[src/rtl/core/mkdb_pkg.sv]
`timescale 1ns / 1ps
// ----------------------------------------------------------------------------
// Key debouncer package
// Shared widths, per-key state record and key-store request bundle.
// ----------------------------------------------------------------------------
package mkdb_pkg;

    localparam int NUM_KEYS = 8;
    localparam int SLOT_W   = (NUM_KEYS > 1) ? $clog2(NUM_KEYS) : 1;

    localparam int KEY_W  = 3;
    localparam int CNT_W  = 4;
    localparam int WIN_W  = 4;
    localparam int TICK_W = 32;

    localparam logic [WIN_W-1:0] WINDOW_RST = WIN_W'(4);

    // Stream word layouts
    localparam int S_FIELDS_W = KEY_W + 1 + TICK_W;
    localparam int S_TDATA_W  = ((S_FIELDS_W + 7) / 8) * 8;
    localparam int M_FIELDS_W = KEY_W + 3 + 2 * TICK_W;
    localparam int M_TDATA_W  = ((M_FIELDS_W + 7) / 8) * 8;
    localparam int M_PAD_W    = M_TDATA_W - M_FIELDS_W;

    // Per-key state record
    typedef struct packed {
        logic              prev_raw;
        logic [CNT_W-1:0]  same_count;
        logic              debounced;
        logic [TICK_W-1:0] press_tick;
        logic [TICK_W-1:0] release_tick;
    } key_state_t;

    localparam key_state_t KEY_STATE_RST = '{
        prev_raw:     1'b0,
        same_count:   '0,
        debounced:    1'b1,
        press_tick:   '0,
        release_tick: '0
    };

    // Key store access: one read and one write per cycle
    typedef struct packed {
        logic              rd_en;
        logic [SLOT_W-1:0] rd_addr;
        logic              wr_en;
        logic [SLOT_W-1:0] wr_addr;
        key_state_t        wr_data;
    } key_ram_req_t;

    // Fold a key index onto the available state slots
    function automatic logic [SLOT_W-1:0] slot_of(input logic [KEY_W-1:0] key);
        return SLOT_W'(int'(key) % NUM_KEYS);
    endfunction

endpackage

[src/rtl/core/multi_key_debounce_edge_timestamp.sv]
`timescale 1ns / 1ps
// ----------------------------------------------------------------------------
// Multi-key debouncer with edge timestamps
// Takes one pin sample per word and returns one status word per sample.
// ----------------------------------------------------------------------------
// Accepts one sample word per clock while the result stream does not stall, and
// returns exactly one result word per sample. A sample passes through the update
// stage and the output register: its entry in the key state store is read in
// the acceptance cycle (registered read), then updated and written back while
// the result is registered. Back-to-back samples for the same key are
// forwarded from the write just made. Per-key state starts at reset as
// released with zero counters and timestamps; no clearing pass is needed.
// stable_window may be written at any time the block is idle; it resets to 4.
// ----------------------------------------------------------------------------
module multi_key_debounce_edge_timestamp
    import mkdb_pkg::*;
(
    input  logic                 aclk,
    input  logic                 aresetn,
    // Sample stream
    input  logic                 s_tvalid,
    output logic                 s_tready,
    input  logic [S_TDATA_W-1:0] s_tdata,  // key_index[2:0], raw_level[3], now_ms[35:4]
    // Result stream
    output logic                 m_tvalid,
    input  logic                 m_tready,
    output logic [M_TDATA_W-1:0] m_tdata,  // out_key[2:0], stable_level[3],
                                           // press_pulse[4], release_pulse[5],
                                           // press_time[37:6], release_time[69:38]
    // stable_window register write
    input  logic                 cfg_valid,
    output logic                 cfg_ready,
    input  logic [WIN_W-1:0]     cfg_data
);

    logic [WIN_W-1:0]     window_reg;

    logic                 s_accept;
    logic [SLOT_W-1:0]    in_slot;

    logic                 st1_vld_reg;
    logic [SLOT_W-1:0]    st1_slot_reg;
    logic                 st1_raw_reg;
    logic [TICK_W-1:0]    st1_now_reg;
    logic                 st1_hit_reg;
    logic                 st1_adv;

    key_ram_req_t         ram_req;
    key_state_t           rd_state;
    key_state_t           fwd_reg;
    key_state_t           cur_state;
    key_state_t           new_state;

    logic [CNT_W-1:0]     cnt_inc;
    logic                 press;
    logic                 release_p;

    logic                 m_tvalid_reg;
    logic [M_TDATA_W-1:0] m_tdata_reg;

    // Configuration register
    assign cfg_ready = 1'b1;

    always_ff @(posedge aclk) begin
        if (!aresetn) begin
            window_reg <= WINDOW_RST;
        end else if (cfg_valid) begin
            window_reg <= cfg_data;
        end
    end

    // Handshakes
    assign st1_adv  = st1_vld_reg && (!m_tvalid_reg || m_tready);
    assign s_tready = !st1_vld_reg || st1_adv;
    assign s_accept = s_tvalid && s_tready;
    assign in_slot  = slot_of(s_tdata[KEY_W-1:0]);

    // Key store: read on accept, write back when the update stage retires
    assign ram_req.rd_en   = s_accept;
    assign ram_req.rd_addr = in_slot;
    assign ram_req.wr_en   = st1_adv;
    assign ram_req.wr_addr = st1_slot_reg;
    assign ram_req.wr_data = new_state;

    mkdb_key_ram u_key_ram (
        .aclk     (aclk),
        .aresetn  (aresetn),
        .req      (ram_req),
        .rd_state (rd_state)
    );

    // Update stage control
    always_ff @(posedge aclk) begin
        if (!aresetn) begin
            st1_vld_reg <= 1'b0;
        end else if (s_tready) begin
            st1_vld_reg <= s_tvalid;
        end
    end

    // Update stage payload; hit marks a read that raced a write to the same key
    always_ff @(posedge aclk) begin
        if (s_accept) begin
            st1_slot_reg <= in_slot;
            st1_raw_reg  <= s_tdata[KEY_W];
            st1_now_reg  <= s_tdata[KEY_W+TICK_W:KEY_W+1];
            st1_hit_reg  <= st1_adv && (st1_slot_reg == in_slot);
        end
        if (st1_adv) begin
            fwd_reg <= new_state;
        end
    end

    assign cur_state = st1_hit_reg ? fwd_reg : rd_state;

    // Debounce update
    assign cnt_inc = cur_state.same_count + CNT_W'(1);

    always_comb begin
        new_state = cur_state;
        press     = 1'b0;
        release_p = 1'b0;
        if (st1_raw_reg != cur_state.prev_raw) begin
            new_state.same_count = '0;
            new_state.prev_raw   = st1_raw_reg;
        end else if (cnt_inc < window_reg) begin
            new_state.same_count = cnt_inc;
        end else begin
            new_state.same_count = '0;
            press                = cur_state.debounced && !st1_raw_reg;
            release_p            = !cur_state.debounced && st1_raw_reg;
            new_state.debounced  = st1_raw_reg;
            if (press) begin
                new_state.press_tick = st1_now_reg;
            end
            if (release_p) begin
                new_state.release_tick = st1_now_reg;
            end
        end
    end

    // Output register
    always_ff @(posedge aclk) begin
        if (!aresetn) begin
            m_tvalid_reg <= 1'b0;
        end else if (!m_tvalid_reg || m_tready) begin
            m_tvalid_reg <= st1_vld_reg;
        end
    end

    always_ff @(posedge aclk) begin
        if (st1_adv) begin
            m_tdata_reg <= {{M_PAD_W{1'b0}},
                            new_state.release_tick,
                            new_state.press_tick,
                            release_p,
                            press,
                            new_state.debounced,
                            KEY_W'(st1_slot_reg)};
        end
    end

    assign m_tvalid = m_tvalid_reg;
    assign m_tdata  = m_tdata_reg;

endmodule

[src/rtl/core/mkdb_key_ram.sv]
`timescale 1ns / 1ps
// ----------------------------------------------------------------------------
// Key state store
// Per-key state memory with registered read; entries never written since
// reset read back as the released-key reset state via per-entry valid bits.
// ----------------------------------------------------------------------------
module mkdb_key_ram
    import mkdb_pkg::*;
(
    input  logic         aclk,
    input  logic         aresetn,
    input  key_ram_req_t req,
    output key_state_t   rd_state
);

    key_state_t              key_mem [NUM_KEYS];
    logic [NUM_KEYS-1:0]     vld_reg;
    key_state_t              rd_data_reg;
    logic                    rd_vld_reg;

    // Entry valid bits, cleared by reset
    always_ff @(posedge aclk) begin
        if (!aresetn) begin
            vld_reg <= '0;
        end else if (req.wr_en) begin
            vld_reg[req.wr_addr] <= 1'b1;
        end
    end

    // Memory write and registered read (read sees the old contents)
    always_ff @(posedge aclk) begin
        if (req.wr_en) begin
            key_mem[req.wr_addr] <= req.wr_data;
        end
        if (req.rd_en) begin
            rd_data_reg <= key_mem[req.rd_addr];
            rd_vld_reg  <= vld_reg[req.rd_addr];
        end
    end

    assign rd_state = rd_vld_reg ? rd_data_reg : KEY_STATE_RST;

endmodule

[config.mk]
export PLATFORM = sky130hd
export DESIGN_NAME = multi_key_debounce_edge_timestamp
export DESIGN_NICKNAME = d
export VERILOG_FILES = /design/src/rtl/core/mkdb_pkg.sv /design/src/rtl/core/multi_key_debounce_edge_timestamp.sv /design/src/rtl/core/mkdb_key_ram.sv
export SDC_FILE = /design/constraint.sdc
export NUM_CORES = 1
export LEC_CHECK = 0
export BUFFER_PORTS_ARGS = -buffer_cell sky130_fd_sc_hd__buf_2
export CORE_ASPECT_RATIO = 0.5
export CORE_MARGIN = 4
export CORE_UTILIZATION = 40
export CTS_CLUSTER_DIAMETER = 80
export DETAILED_ROUTE_END_ITERATION = 8
export GPL_TIMING_DRIVEN = 0
export PLACE_DENSITY_LB_ADDON = 0.25
export SLEW_MARGIN = 40
export SYNTH_ARGS = -nofsm -noshare
export SYNTH_HDL_FRONTEND = slang
export SYNTH_SLANG_ARGS = --single-unit
[constraint.sdc]
create_clock -name aclk -period 13.2 [get_ports aclk]
set_clock_uncertainty 0.2 [all_clocks]
set_input_delay 2.64 -clock aclk [delete_from_list [all_inputs] [get_ports aclk]]
set_output_delay 2.64 -clock aclk [all_outputs]
set_load 0.02 [all_outputs]
[Word-level counts from Yosys, hierarchy flattened]
Memories as Yosys holds them, arrays and structs flattened. A register that Yosys moved wholly into a read port is not among the register bits.
Cells that the tools add are included.
Storage, ports and cells
  memories kept: 1
  register bits after elaboration: 192
  word-level logic and storage cells: 53
  output and inout port bits: 75
  bits in writable memories: 560
  bits of input ports: 49
Memory list
  u_key_ram.key_mem: words 8, bits a word 70, rd ports 1, clocked after memory_dff 1, write ports 1, line mkdb_key_ram.sv:16  | key_state_t key_mem [NUM_KEYS];
Operators by class
  order comparisons: 4
  add/subtract/negate cells: 1
  bitwise gates (word level): 1
  reductions and logical operators: 13
  muxes and demuxes: 15
  equal/unequal tests: 2
Operator list (number)
  70-bit two-way mux: 2
  65-bit two-way mux: 2
  32-bit two-way mux: 2
  3-bit by 4-bit less-than comparator with 1-bit output (second input constant): 2
  4-bit two-way mux: 2
  8-bit bitwise OR: 1
  1-bit logical AND: 6
  1-bit two-way mux: 5
  4-bit by 1-bit adder with 4-bit output (second input constant): 1
  1-bit zero test: 4
  4-bit less-than comparator: 1
  1-bit binary-select mux with 3-bit select: 1
  1-bit demux with 3-bit select: 1
  3-bit == test: 1
  3-bit by 1-bit >= comparator with 1-bit output (second input constant): 1
  1-bit logical OR: 2
  2-bit OR reduction: 1
  1-bit inequality test: 1

[Depth between registers and ports, before layout]
Gate-level depths: netlist of the first run.
  word-level depth: 7
  depth in mapped cells: 11
  mapped depth without buffers: 9

[By module]
A second synthesis of the first run with hierarchy kept.
Second synthesis, totals
  cell total of the unflattened synthesis: 1373
  area total of the unflattened synthesis: 29961.2 sq um
Modules (own cells, without submodules)
  mkdb_key_ram: instances 1, cells each 986, seq. area each 19108.3 sq um, area an instance 23948.0 sq um
  multi_key_debounce_edge_timestamp: instances 1, cells each 387, seq. area each 3483.3 sq um, area an instance 6013.3 sq um

[Worst setup path after synthesis of the first run]
OpenSTA, ideal clock, no wires.
  path type: input to register
  start point: input port m_tready
  end point: memory u_key_ram.key_mem[0][0] (netlist name) (enable)
  stages: 3
  arrival: 9.567 ns
  setup slack: 2.759 ns
  library setup time: 0.674 ns
  path buffers: 0
  required time: 12.326 ns
  path through: nand2b_1 nand2_1 nor4_1
On the way
  cells in the longest elaborated chain, start to end: 4
Ends and longest elaborated chain
  from (decl): line multi_key_debounce_edge_timestamp.sv:26  | input logic m_tready,
  1-bit logical OR: line multi_key_debounce_edge_timestamp.sv:73  | assign st1_adv = st1_vld_reg && (!m_tvalid_reg || m_tready);
  1-bit logical AND: line multi_key_debounce_edge_timestamp.sv:73
  1-bit two-way mux: line mkdb_key_ram.sv:32  | if (req.wr_en) begin
  1-bit two-way mux (implied by the code): line mkdb_key_ram.sv:33  | key_mem[req.wr_addr] <= req.wr_data;
  to (decl): line mkdb_key_ram.sv:16
No other way between the ends.

[Worst setup path in the final report of the first run]
  start point: input port m_tready
  end point: output port s_tready
On the way
  cells in the longest elaborated chain, start to end: 3
Ends and longest elaborated chain
  1-bit logical OR: line multi_key_debounce_edge_timestamp.sv:73
  1-bit logical AND: line multi_key_debounce_edge_timestamp.sv:73
  1-bit logical OR: line multi_key_debounce_edge_timestamp.sv:74  | assign s_tready = !st1_vld_reg || st1_adv;
  to (decl): line multi_key_debounce_edge_timestamp.sv:22  | output logic s_tready,
No other way between the ends.

==> impl_metrics.py, run 1 <==
metrics = {
    "outcome": {
        "status": "finished, final reports clean",
    },
    "synthesis": {
        "synth-edff-count": 743,
        "synthArstFlopShare_pct": 0,
        "yosysWarnings": 0,
        "syn_area_um2": 29300,
        "synth-main-ff-cell": "edfxtp_1",
        "ys_seq_area_share_pct": 77.0,
        "ys_seq_elements": 757,
        "syn_area_per_cell_um2": 22.1,
        "syn_inst": 1326,
        "ys_types": 36,
    },
    "routing": {
        "ant_nets": 0,
        "routed_wl_um": 69300,
        "highest_layer": "met4",
        "dr_wl_met3_um": 4140,
        "dr_wl_met2_um": 35300,
        "wl_met1_um": 27900,
        "drtIter0Drc": 1237,
        "vias_per_cell": 5.39,
        "drc_errors": 0,
        "drt_pass1_iterations": 5,
        "post_drt_wl_per_cell_um": 26.2,
        "vias": 14232,
    },
    "global_route": {
        "overflow": 0,
        "grt_max_degree": 40,
        "grt_pass1_wl_um": 102000,
        "grtUsageTotal_pct": 18.1,
        "antenna_found_initial": 1,
        "grt_pass1_vias": 15254,
    },
    "final_layout": {
        "largest_reg_flops": 560,
        "syn_to_final_growth_pct": 17.6,
        "nets": 1685,
        "drive_gt1_share_pct": 43.0,
        "diodes": 0,
        "instances_no_fill": 2639,
    },
    "floorplan": {
        "fp.dieH_um": 199,
        "start_util_pct": 40.8,
        "die_area_um2": 78000,
        "io_pins": 124,
        "fp.dieW_um": 391,
        "coreArea_um2": 71800,
        "rows": 69,
    },
    "setup_path": {
        "path_buf_inv": 2,
        "slowest_stage": "nor2b_1",
        "cp_cell_sequence": "buf_2 -> nor2b_1 -> nand2_1 -> buf_2",
        "required_ns": 10.36,
        "cpPeakStageDelay_ns": 0.23,
        "crit_path_start_kind": "input port",
        "cp_max_fo": 3,
        "worst-setup-path-type": "input port to output port",
        "critical_path_arrival_ns": 3.29,
        "critical-path-top-delay-family": "simple AND/OR/NAND/NOR gates",
        "worst_setup_path_end_kind": "output port",
        "r2r_slack_ns": 8.74,
        "path_common_cell": "buf_2",
    },
    "cts": {
        "cts_max_level": 3,
        "numCtsBuffers": 71,
        "cts_sinks": 757,
        "postCtsHoldBufs": 0,
        "cts_buffer_depth": 3,
        "cts_resized": 0,
        "clk_latency_ns": 0.61,
        "clk_pin_slew_worst_paths_ns": 0.06,
        "ctsRootBufferMaster": "clkbuf_16",
        "post_cts_buffers": 0,
        "cts_tree": "done",
    },
    "job": {
        "maxCapViolCount": 0,
    },
    "power": {
        "netSwitchingPower_mw": 1.08,
        "swShare_pct": 21.4,
        "fin_total_pwr_mw": 5.04,
        "irDropWorstVdd_uv": 93.9,
        "power_frac_seq_pct": 54.9,
        "power.internal_mw": 3.96,
        "power.density_nw_per_um2": 146,
        "pwr-share-clk_pct": 38.3,
        "p_comb_share_pct": 6.8,
        "p_leak_nw": 11.9,
    },
    "timing": {
        "tightest_slew_ns": 0.880,
        "fmax_ghz": 0.163,
        "final-setup-viol-count": 0,
        "max_slew_margin_pct": 41.4,
        "period_share_pct": 46.4,
        "finalHoldViolCount": 0,
        "whs_ns": 0.269,
        "rsz0062_at_grt": "false",
        "slew_viol_final": 0,
        "period_minus_slack_ns": 6.13,
    },
    "placed_design": {
        "placed_cells": 2515,
        "portBuffers": 115,
        "dp_hpwl_um": 46300,
        "gp_congestion": 0.753,
    },
    "hold_path": {
        "holdCritPathClass": "flip-flop to flip-flop",
    },
}
power by group through the flow:
stage                     combinational [mW]  sequential (mW)  clock (mW)
after floorplan                        0.221             2.81           0
after global placement                 0.317             2.83           0
after detailed placement               0.346             2.82           0
after CTS                              0.348             2.77        1.97
after global routing                   0.371             2.77        2.07
final                                  0.343             2.77        1.93
cells in the mapped netlist (3+ instances only):
library cell  number  area share [%]
nand2b_1           3           0.064
mux2_2           132             5.1
buf_1              4           0.051
nor2_1             6           0.077
a22o_1            64             1.9
buf_4             68             1.7
dfxtp_1           14            0.96
edfxtp_1         743              76
mux2_1             4            0.15
nor2b_1           10            0.21
nor3_1             5           0.085
inv_1              9            0.12
xor2_1             4            0.12
o21a_1            10            0.26
o21ai_0            4           0.068
mux2i_1            3            0.10
nand2_1           14            0.18
mux4_2           142              11
buf_2             18            0.31
clkbuf_1          35            0.45
buf_6              6            0.23
ha_1               6            0.26
per-layer routing:
layer  vias to the layer above  global-route usage (%)
met4                         0                    5.39
met1                      7617                    23.5
li1                       6035                       -
met2                       465                    31.4
met5                         -                       0
met3                       115                    3.26
through the flow:
stage | area [um^2] | utilization [%] | TNS, ns | setup WS, ns
after global placement | 31100 | 43.3 | -1041.37 | -6.44
after CTS | 34500 | 48.0 | 0 | 7.08
after detailed placement | 32300 | 45.0 | 0 | 7.08
after floorplan | 29300 | - | 0 | 2.76
after global routing | 34500 | 48.0 | 0 | 7.05
final | 34500 | 48.0 | 0 | 7.07
placed cells by master, fill, tap and decap left out, types with 10 or more instances in the layout:
master / netlist / layout
clkbuf_2: 0 / 19
edfxtp_1: 743 / 743
buf_2: 18 / 176
buf_6: 6 / 11
nor2b_1: 10 / 10
nand2_1: 14 / 14
buf_16: 0 / 14
o21a_1: 10 / 10
buf_4: 68 / 113
clkinv_2: 0 / 12
a22o_1: 64 / 64
clkbuf_1: 35 / 30
clkinv_1: 0 / 18
clkbuf_16: 0 / 74
mux2_2: 132 / 132
dfxtp_1: 14 / 14
mux4_2: 142 / 142
cell type report:
type / count / area, um^2
Buffer: 131 / 840
Multi-Input combinational cell: 430 / 5940
Timing Repair Buffer: 230 / 1720
Sequential cell: 757 / 22600
Inverter: 9 / 41.3
Clock inverter: 38 / 267
Clock buffer: 86 / 1900
Fill cell: 5846 / 37300
Tap cell: 958 / 1200
worst paths after layout:
check | startpoint | endpoint | depth (start not counted)
hold reg to reg | u_key_ram.vld_reg[3] | u_key_ram.vld_reg[3] | 1
setup reg to reg | st1_hit_reg | u_key_ram.key_mem[1][18] | 11
hold / removal | u_key_ram.vld_reg[3] | u_key_ram.vld_reg[3] | 1
setup / recovery | m_tready | s_tready | 4
logic make-up (layout without fill, tap and decap cells):
family	Yosys count	after routing	synth area share (%)
mux	281	281	16.2
flops	757	757	77.0
simple gates	48	48	0.845
compound gates	87	87	2.56
buf+inv	140	494	2.89
xor+xnor	5	5	0.149
other cells	2	3	0.0256
fa+ha+maj	6	6	0.256
(Power assumes the default switching activity.)
==> run 2, diff against run 1 <==
- ABC_AREA: not set -> 1
- clock period: 13.2 -> 5.2 ns (I/O delays scaled with it)
==> run 2 against run 1 <==
  * Via count up 45%
  * Global-route usage up 3.6 points
  * Combinational power rose to 4.1 times the previous value
  * Critical path type is now flip-flop to flip-flop
  * Critical endpoint is now u_key_ram.key_mem[6][0]
==> impl_metrics.py, run 2 <==
metrics = {
    "final_layout": {
        "largest_reg_flops": 560,
        "syn_to_final_growth_pct": 15.9,
        "final_cell_mix": "edfxtp_1 (743), nor2_1 (484), nand2_1 (457), o21ai_0 (181), buf_2 (169)",
        "fin_area_um2": 35700,
        "drive_gt1_share_pct": 14.9,
        "final_common_cell": "edfxtp_1",
        "nets": 2771,
    },
    "synthesis": {
        "synth-main-ff-cell": "edfxtp_1",
        "yosys.area.top_type": "edfxtp_1",
        "synthTopCellsByArea": "edfxtp_1 (72%), nor2_1 (6.0%), nand2_1 (5.6%)",
        "syn_area_per_cell_um2": 12.5,
        "ys_types": 35,
        "syn_area_um2": 30800,
        "synth_most_common_cell": "edfxtp_1",
        "synth-edff-count": 743,
        "syn_inst": 2474,
        "synthArstFlopShare_pct": 0,
        "ys_seq_area_share_pct": 73.3,
        "synth_top_area_share_pct": 72.4,
        "yosysWarnings": 0,
        "ys_seq_elements": 757,
        "ys_top_cells_by_count": "edfxtp_1 (743), nor2_1 (490), nand2_1 (457), o21ai_0 (196), o32ai_1 (140)",
    },
    "floorplan": {
        "die_area_um2": 81800,
        "start_util_pct": 40.7,
        "coreArea_um2": 75700,
        "fp.dieW_um": 401,
        "io_pins": 124,
        "rows": 71,
        "fp.dieH_um": 204,
    },
    "hold_path": {
        "hold_start": "u_key_ram.vld_reg[1]",
        "whs_path_depth": 2,
        "holdCritPathClass": "flip-flop to flip-flop",
        "holdPathEnd": "u_key_ram.vld_reg[1]",
    },
    "timing": {
        "fmax_ghz": 0.223,
        "rsz0062_at_grt": "false",
        "tightest_slew_ns": 0.867,
        "max_slew_margin_pct": 42.2,
        "period_minus_slack_ns": 4.49,
        "slew_viol_final": 0,
        "final-setup-viol-count": 0,
        "setup_tns_ns": 0,
        "period_share_pct": 86.3,
        "finalHoldViolCount": 0,
    },
    "routing": {
        "ant_nets": 0,
        "routed_wl_um": 90400,
        "drt_pass1_iterations": 5,
        "drtIter0Drc": 2564,
        "vias": 20663,
        "post_drt_wl_per_cell_um": 23.9,
        "drc_errors": 0,
        "vias_per_cell": 5.45,
    },
    "cts": {
        "numCtsBuffers": 72,
        "clk_latency_ns": 0.61,
        "post_cts_buffers": 0,
        "cts_buffer_depth": 3,
        "postCtsHoldBufs": 0,
        "clk_pin_slew_worst_paths_ns": 0.06,
        "cts_max_level": 3,
        "cts_tree": "done",
        "ctsRootBufferMaster": "clkbuf_16",
        "cts_sinks": 757,
        "cts_resized": 0,
    },
    "global_route": {
        "grt_max_degree": 56,
        "grtUsageTotal_pct": 21.7,
        "grt_pass1_wl_um": 131000,
        "antenna_found_initial": 11,
        "overflow": 0,
        "grt_pass1_vias": 19678,
    },
    "placed_design": {
        "dp_hpwl_um": 60300,
        "postPlaceCellArea_um2": 33600,
        "portBuffers": 116,
        "gp_congestion": 0.830,
    },
    "setup_path": {
        "critical_path_arrival_ns": 4.53,
        "rr_worst_depth": 13,
        "r2r-end": "u_key_ram.key_mem[6][0]",
        "worst_setup_path_end_kind": "flip-flop",
        "required_ns": 5.25,
        "r2r_start": "st1_hit_reg",
        "crit_path_start_kind": "flip-flop",
        "worst-setup-path-type": "flip-flop to flip-flop",
        "r2r_slack_ns": 0.71,
        "cp_max_fo": 10,
    },
    "power": {
        "pwr-share-clk_pct": 36.3,
        "p_leak_nw": 13.0,
        "swShare_pct": 24.5,
        "netSwitchingPower_mw": 3.30,
        "irDropWorstVdd_uv": 254,
        "p_comb_share_pct": 10.4,
        "power.internal_mw": 10.2,
        "power.density_nw_per_um2": 377,
        "power_frac_seq_pct": 53.3,
    },
    "outcome": {
        "status": "finished, final reports clean",
    },
    "job": {
        "maxCapViolCount": 0,
    },
}
[run 2: changes by cell type after synthesis, moves of 17 or more]
| cell | previous run | this run |
|---|---|---|
| mux2_2 | 132 | 0 |
| o32ai_1 | 0 | 140 |
| o21ai_0 | 4 | 196 |
| inv_1 | 9 | 55 |
| mux4_2 | 142 | 0 |
| o21ai_1 | 0 | 17 |
| nor2_1 | 6 | 490 |
| buf_2 | 18 | 53 |
| nand3_1 | 2 | 38 |
| clkbuf_1 | 35 | 78 |
| nand2_1 | 14 | 457 |
| a21oi_1 | 2 | 38 |
| a22o_1 | 64 | 32 |
[run 2: cell families (layout without fill, tap and decap cells)]
group                      after synthesis  after routing  share of synthesized area, %
and+or+nand+nor                        995            995                          12.4
DFF                                    757            757                          73.3
xor gates and xnor gates                 5              5                         0.142
other                                    2              4                        0.0244
AOI/OAI and AO/OA                      427            427                          9.06
buffers and inverters                  282            572                          4.84
adders and majority gates                6              6                         0.244
[run 2: layout make-up]
type	count	area (um^2)
tap	1022	1280
multi-input combinational	1436	6800
inverter	59	236
timing repair buffer	167	1440
antenna	1	2.50
clock buffer	93	1920
sequential	757	22600
buffer	223	1270
fill	6694	40000
clock inverter	30	178
[run 2: metrics by stage]
step | hold slack (ns) | setup WS [ns] | utilization [%] | total power [mW] | std cells
2_1_floorplan | 0.235 | 0.140 | - | 8.11 | 2475
3_3_place_gp | 0.245 | -3.43 | 43.2 | 8.65 | 3613
3_5_place_dp | 0.255 | 0.708 | 44.4 | 8.69 | 3664
4_1_cts | 0.269 | 0.687 | 47.2 | 13.5 | 3787
5_1_grt | 0.296 | 0.607 | 47.2 | 13.9 | 3787
6_report | 0.266 | 0.714 | 47.2 | 13.5 | 3788
[run 2: critical path: stages, from the launching register on]
cell and delay, ns:
edfxtp_1 0.37, buf_4 0.21, nor2_2 0.39, buf_4 0.34, nand2_1 0.08, nand2_1 0.09, nand3_1 0.09, xor2_1 0.21
ha_1 0.29, a21oi_1 0.24, nand2_2 0.24, nand2_4 0.24, clkbuf_1 0.69, o21ai_1 0.42
[run 2: power by group through the flow]
stage / Clock (mW) / Combinational (mW) / Sequential (mW)
final: 4.88 / 1.40 / 7.18
after detailed placement: 0 / 1.38 / 7.31
after global routing: 5.23 / 1.51 / 7.19
after global placement: 0 / 1.32 / 7.33
after CTS: 4.95 / 1.38 / 7.18
after floorplan: 0 / 0.826 / 7.28
[run 2: how the worst max path moves through the flow]
stage                           start  depth (start not counted)                  endpoint
after global routing      st1_hit_reg                         14  u_key_ram.key_mem[2][31]
after detailed placement  st1_hit_reg                         11   u_key_ram.key_mem[0][3]
final                     st1_hit_reg                         13   u_key_ram.key_mem[6][0]
after global placement       m_tready                          7  u_key_ram.key_mem[4][44]
after floorplan              m_tready                          6   u_key_ram.key_mem[2][0]
after CTS                 st1_hit_reg                         16   u_key_ram.key_mem[4][3]
[run 2: per-layer routing]
metal	wire length (um)	share of wire [%]	global-route usage (%)
met1	37300	41	29.6
met2	41600	46	34.9
met3	8890	9.8	4.77
met4	2660	2.9	6.84
met5	8	0.0088	0
==> run 3, diff against run 2 <==
- clock period: 5.2 -> 4 ns (I/O delays scaled with it)
==> run 3 against run 2 <==
  * Clock-buffer cell count is the same
  * Die area is the same
  * Power grew 30%
  * Core utilization grew 0.19 points
  * Cell area grew 0.41%
  * Fmax grew 17%
  * Sequential power grew 30%
  * Global-route usage is essentially flat
  * Non-clock buffer count is the same
  * Critical path type unchanged
==> impl_metrics.py, run 3 (synthesis gave the netlist of run 2 again) <==
metrics = {
    "routing": {
        "ant_nets": 0,
        "drt_pass1_iterations": 6,
        "vias": 20647,
        "drc_errors": 0,
        "drtIter0Drc": 2502,
        "routed_wl_um": 90600,
        "vias_per_cell": 5.45,
        "post_drt_wl_per_cell_um": 23.9,
    },
    "cts": {
        "clk_latency_ns": 0.62,
        "cts_max_level": 3,
        "post_cts_buffers": 0,
        "clk_pin_slew_worst_paths_ns": 0.06,
        "cts_tree": "done",
        "numCtsBuffers": 72,
        "cts_buffer_depth": 3,
        "ctsRootBufferMaster": "clkbuf_16",
        "cts_sinks": 757,
        "postCtsHoldBufs": 0,
    },
    "floorplan": {
        "fp.dieW_um": 401,
        "die_area_um2": 81800,
        "rows": 71,
        "start_util_pct": 40.7,
        "coreArea_um2": 75700,
        "io_pins": 124,
        "fp.dieH_um": 204,
    },
    "setup_path": {
        "crit_path_start_kind": "flip-flop",
        "worst_setup_path_end_kind": "flip-flop",
        "required_ns": 4.14,
        "worst-setup-path-type": "flip-flop to flip-flop",
        "critical_path_arrival_ns": 3.98,
        "cp_max_fo": 10,
    },
    "timing": {
        "finalHoldViolCount": 0,
        "period_minus_slack_ns": 3.84,
        "fmax_ghz": 0.261,
        "tightest_slew_ns": 0.862,
        "slew_viol_final": 0,
        "final-setup-viol-count": 0,
        "rsz0062_at_grt": "false",
        "max_slew_margin_pct": 42.5,
        "period_share_pct": 95.9,
    },
    "final_layout": {
        "fin_area_um2": 35900,
        "final_core_util_pct": 47.4,
        "n_fill_cell": 6697,
        "final_cell_mix": "edfxtp_1 (743), nor2_1 (484), nand2_1 (452), o21ai_0 (181), buf_2 (169)",
        "syn_to_final_growth_pct": 16.4,
        "nets": 2771,
        "multi_input_area_um2": 6940,
        "largest_reg_flops": 560,
        "drive_gt1_share_pct": 16.4,
        "final_common_cell": "edfxtp_1",
        "seqCellArea_um2": 22600,
    },
    "placed_design": {
        "gp_congestion": 0.830,
        "postPlaceCellArea_um2": 33600,
        "dp_hpwl_um": 60300,
        "portBuffers": 116,
    },
    "hold_path": {
        "holdCritPathClass": "input port to flip-flop",
    },
    "global_route": {
        "overflow": 0,
        "grt_pass1_vias": 19748,
        "grt_max_degree": 56,
        "grt_pass1_wl_um": 131000,
        "antenna_found_initial": 10,
        "grtUsageTotal_pct": 21.7,
    },
    "power": {
        "irDropWorstVdd_uv": 335,
        "power.density_nw_per_um2": 489,
        "p_leak_nw": 13.0,
    },
    "outcome": {
        "status": "finished, final reports clean",
    },
    "job": {
        "maxCapViolCount": 0,
    },
}
[run 3: layout make-up]
cell class / instances / area share (%)
clock inverters: 30 / 0.495
clock buffers: 93 / 5.36
well taps: 1022 / 3.56
multi-input cells: 1436 / 19.3
diodes: 1 / 0.00698
flip-flops and latches: 757 / 63.0
repair buffers: 167 / 4.02
inverters: 59 / 0.659
plain buffers: 223 / 3.57
[run 3: worst paths after layout]
check                                 end                  from  slack [ns]  cells after the start
hold / removal            st1_now_reg[21]           s_tdata[25]        0.16                      1
hold reg to reg      u_key_ram.vld_reg[1]  u_key_ram.vld_reg[1]        0.27                      2
setup reg to reg  u_key_ram.key_mem[6][9]           st1_hit_reg        0.16                     16
setup / recovery  u_key_ram.key_mem[6][9]           st1_hit_reg        0.16                     16
[run 3: worst max-delay path: stages (launching register included)]
cell and delay (ns):
edfxtp_1 0.37, buf_4 0.22, nor2_4 0.28, buf_4 0.31, nand2_1 0.08, nand2_1 0.09, ha_1 0.17, xnor2_1 0.14
inv_1 0.07, ha_1 0.28, nand2_1 0.05, inv_1 0.04, nand2_1 0.07, nand2_2 0.23, nand2_4 0.19, clkbuf_2 0.30
o21ai_2 0.45
[run 3: what timing repair did]
action	4_1_cts	5_1_grt
gates resized for setup	27	24
setup endpoints to repair	270	520
pin swaps	0	0
[run 3: power breakdown]
group	internal [mW]	total, mW	leakage, nW	switching (mW)
combinational	0.493	1.86	4.96	1.37
clock	3.50	6.35	1.03	2.85
sequential	9.23	9.33	7.04	0.0952
[run 3: per-layer routing]
layer | share of wire [%] | vias up | GRT usage, %
met1 | 41 | 10193 | 29.4
li1 | - | 9274 | -
met2 | 46 | 1018 | 35.0
met4 | 2.7 | 6 | 6.86
met3 | 9.9 | 156 | 5.00
met5 | 0.051 | - | 0
[run 3: per-stage QoR]
step	hold WS, ns	setup TNS, ns	total power, mW	cells	worst slack (ns)
2_1_floorplan	0.235	-426.51	10.5	2475	-0.820
3_3_place_gp	0.245	-2586.95	11.2	3613	-4.39
3_5_place_dp	0.255	-55.04	11.3	3664	-0.492
4_1_cts	0.129	-0.306	17.6	3787	-0.0222
5_1_grt	0.131	0	18.1	3788	0.0145
6_report	0.158	0	17.5	3788	0.164
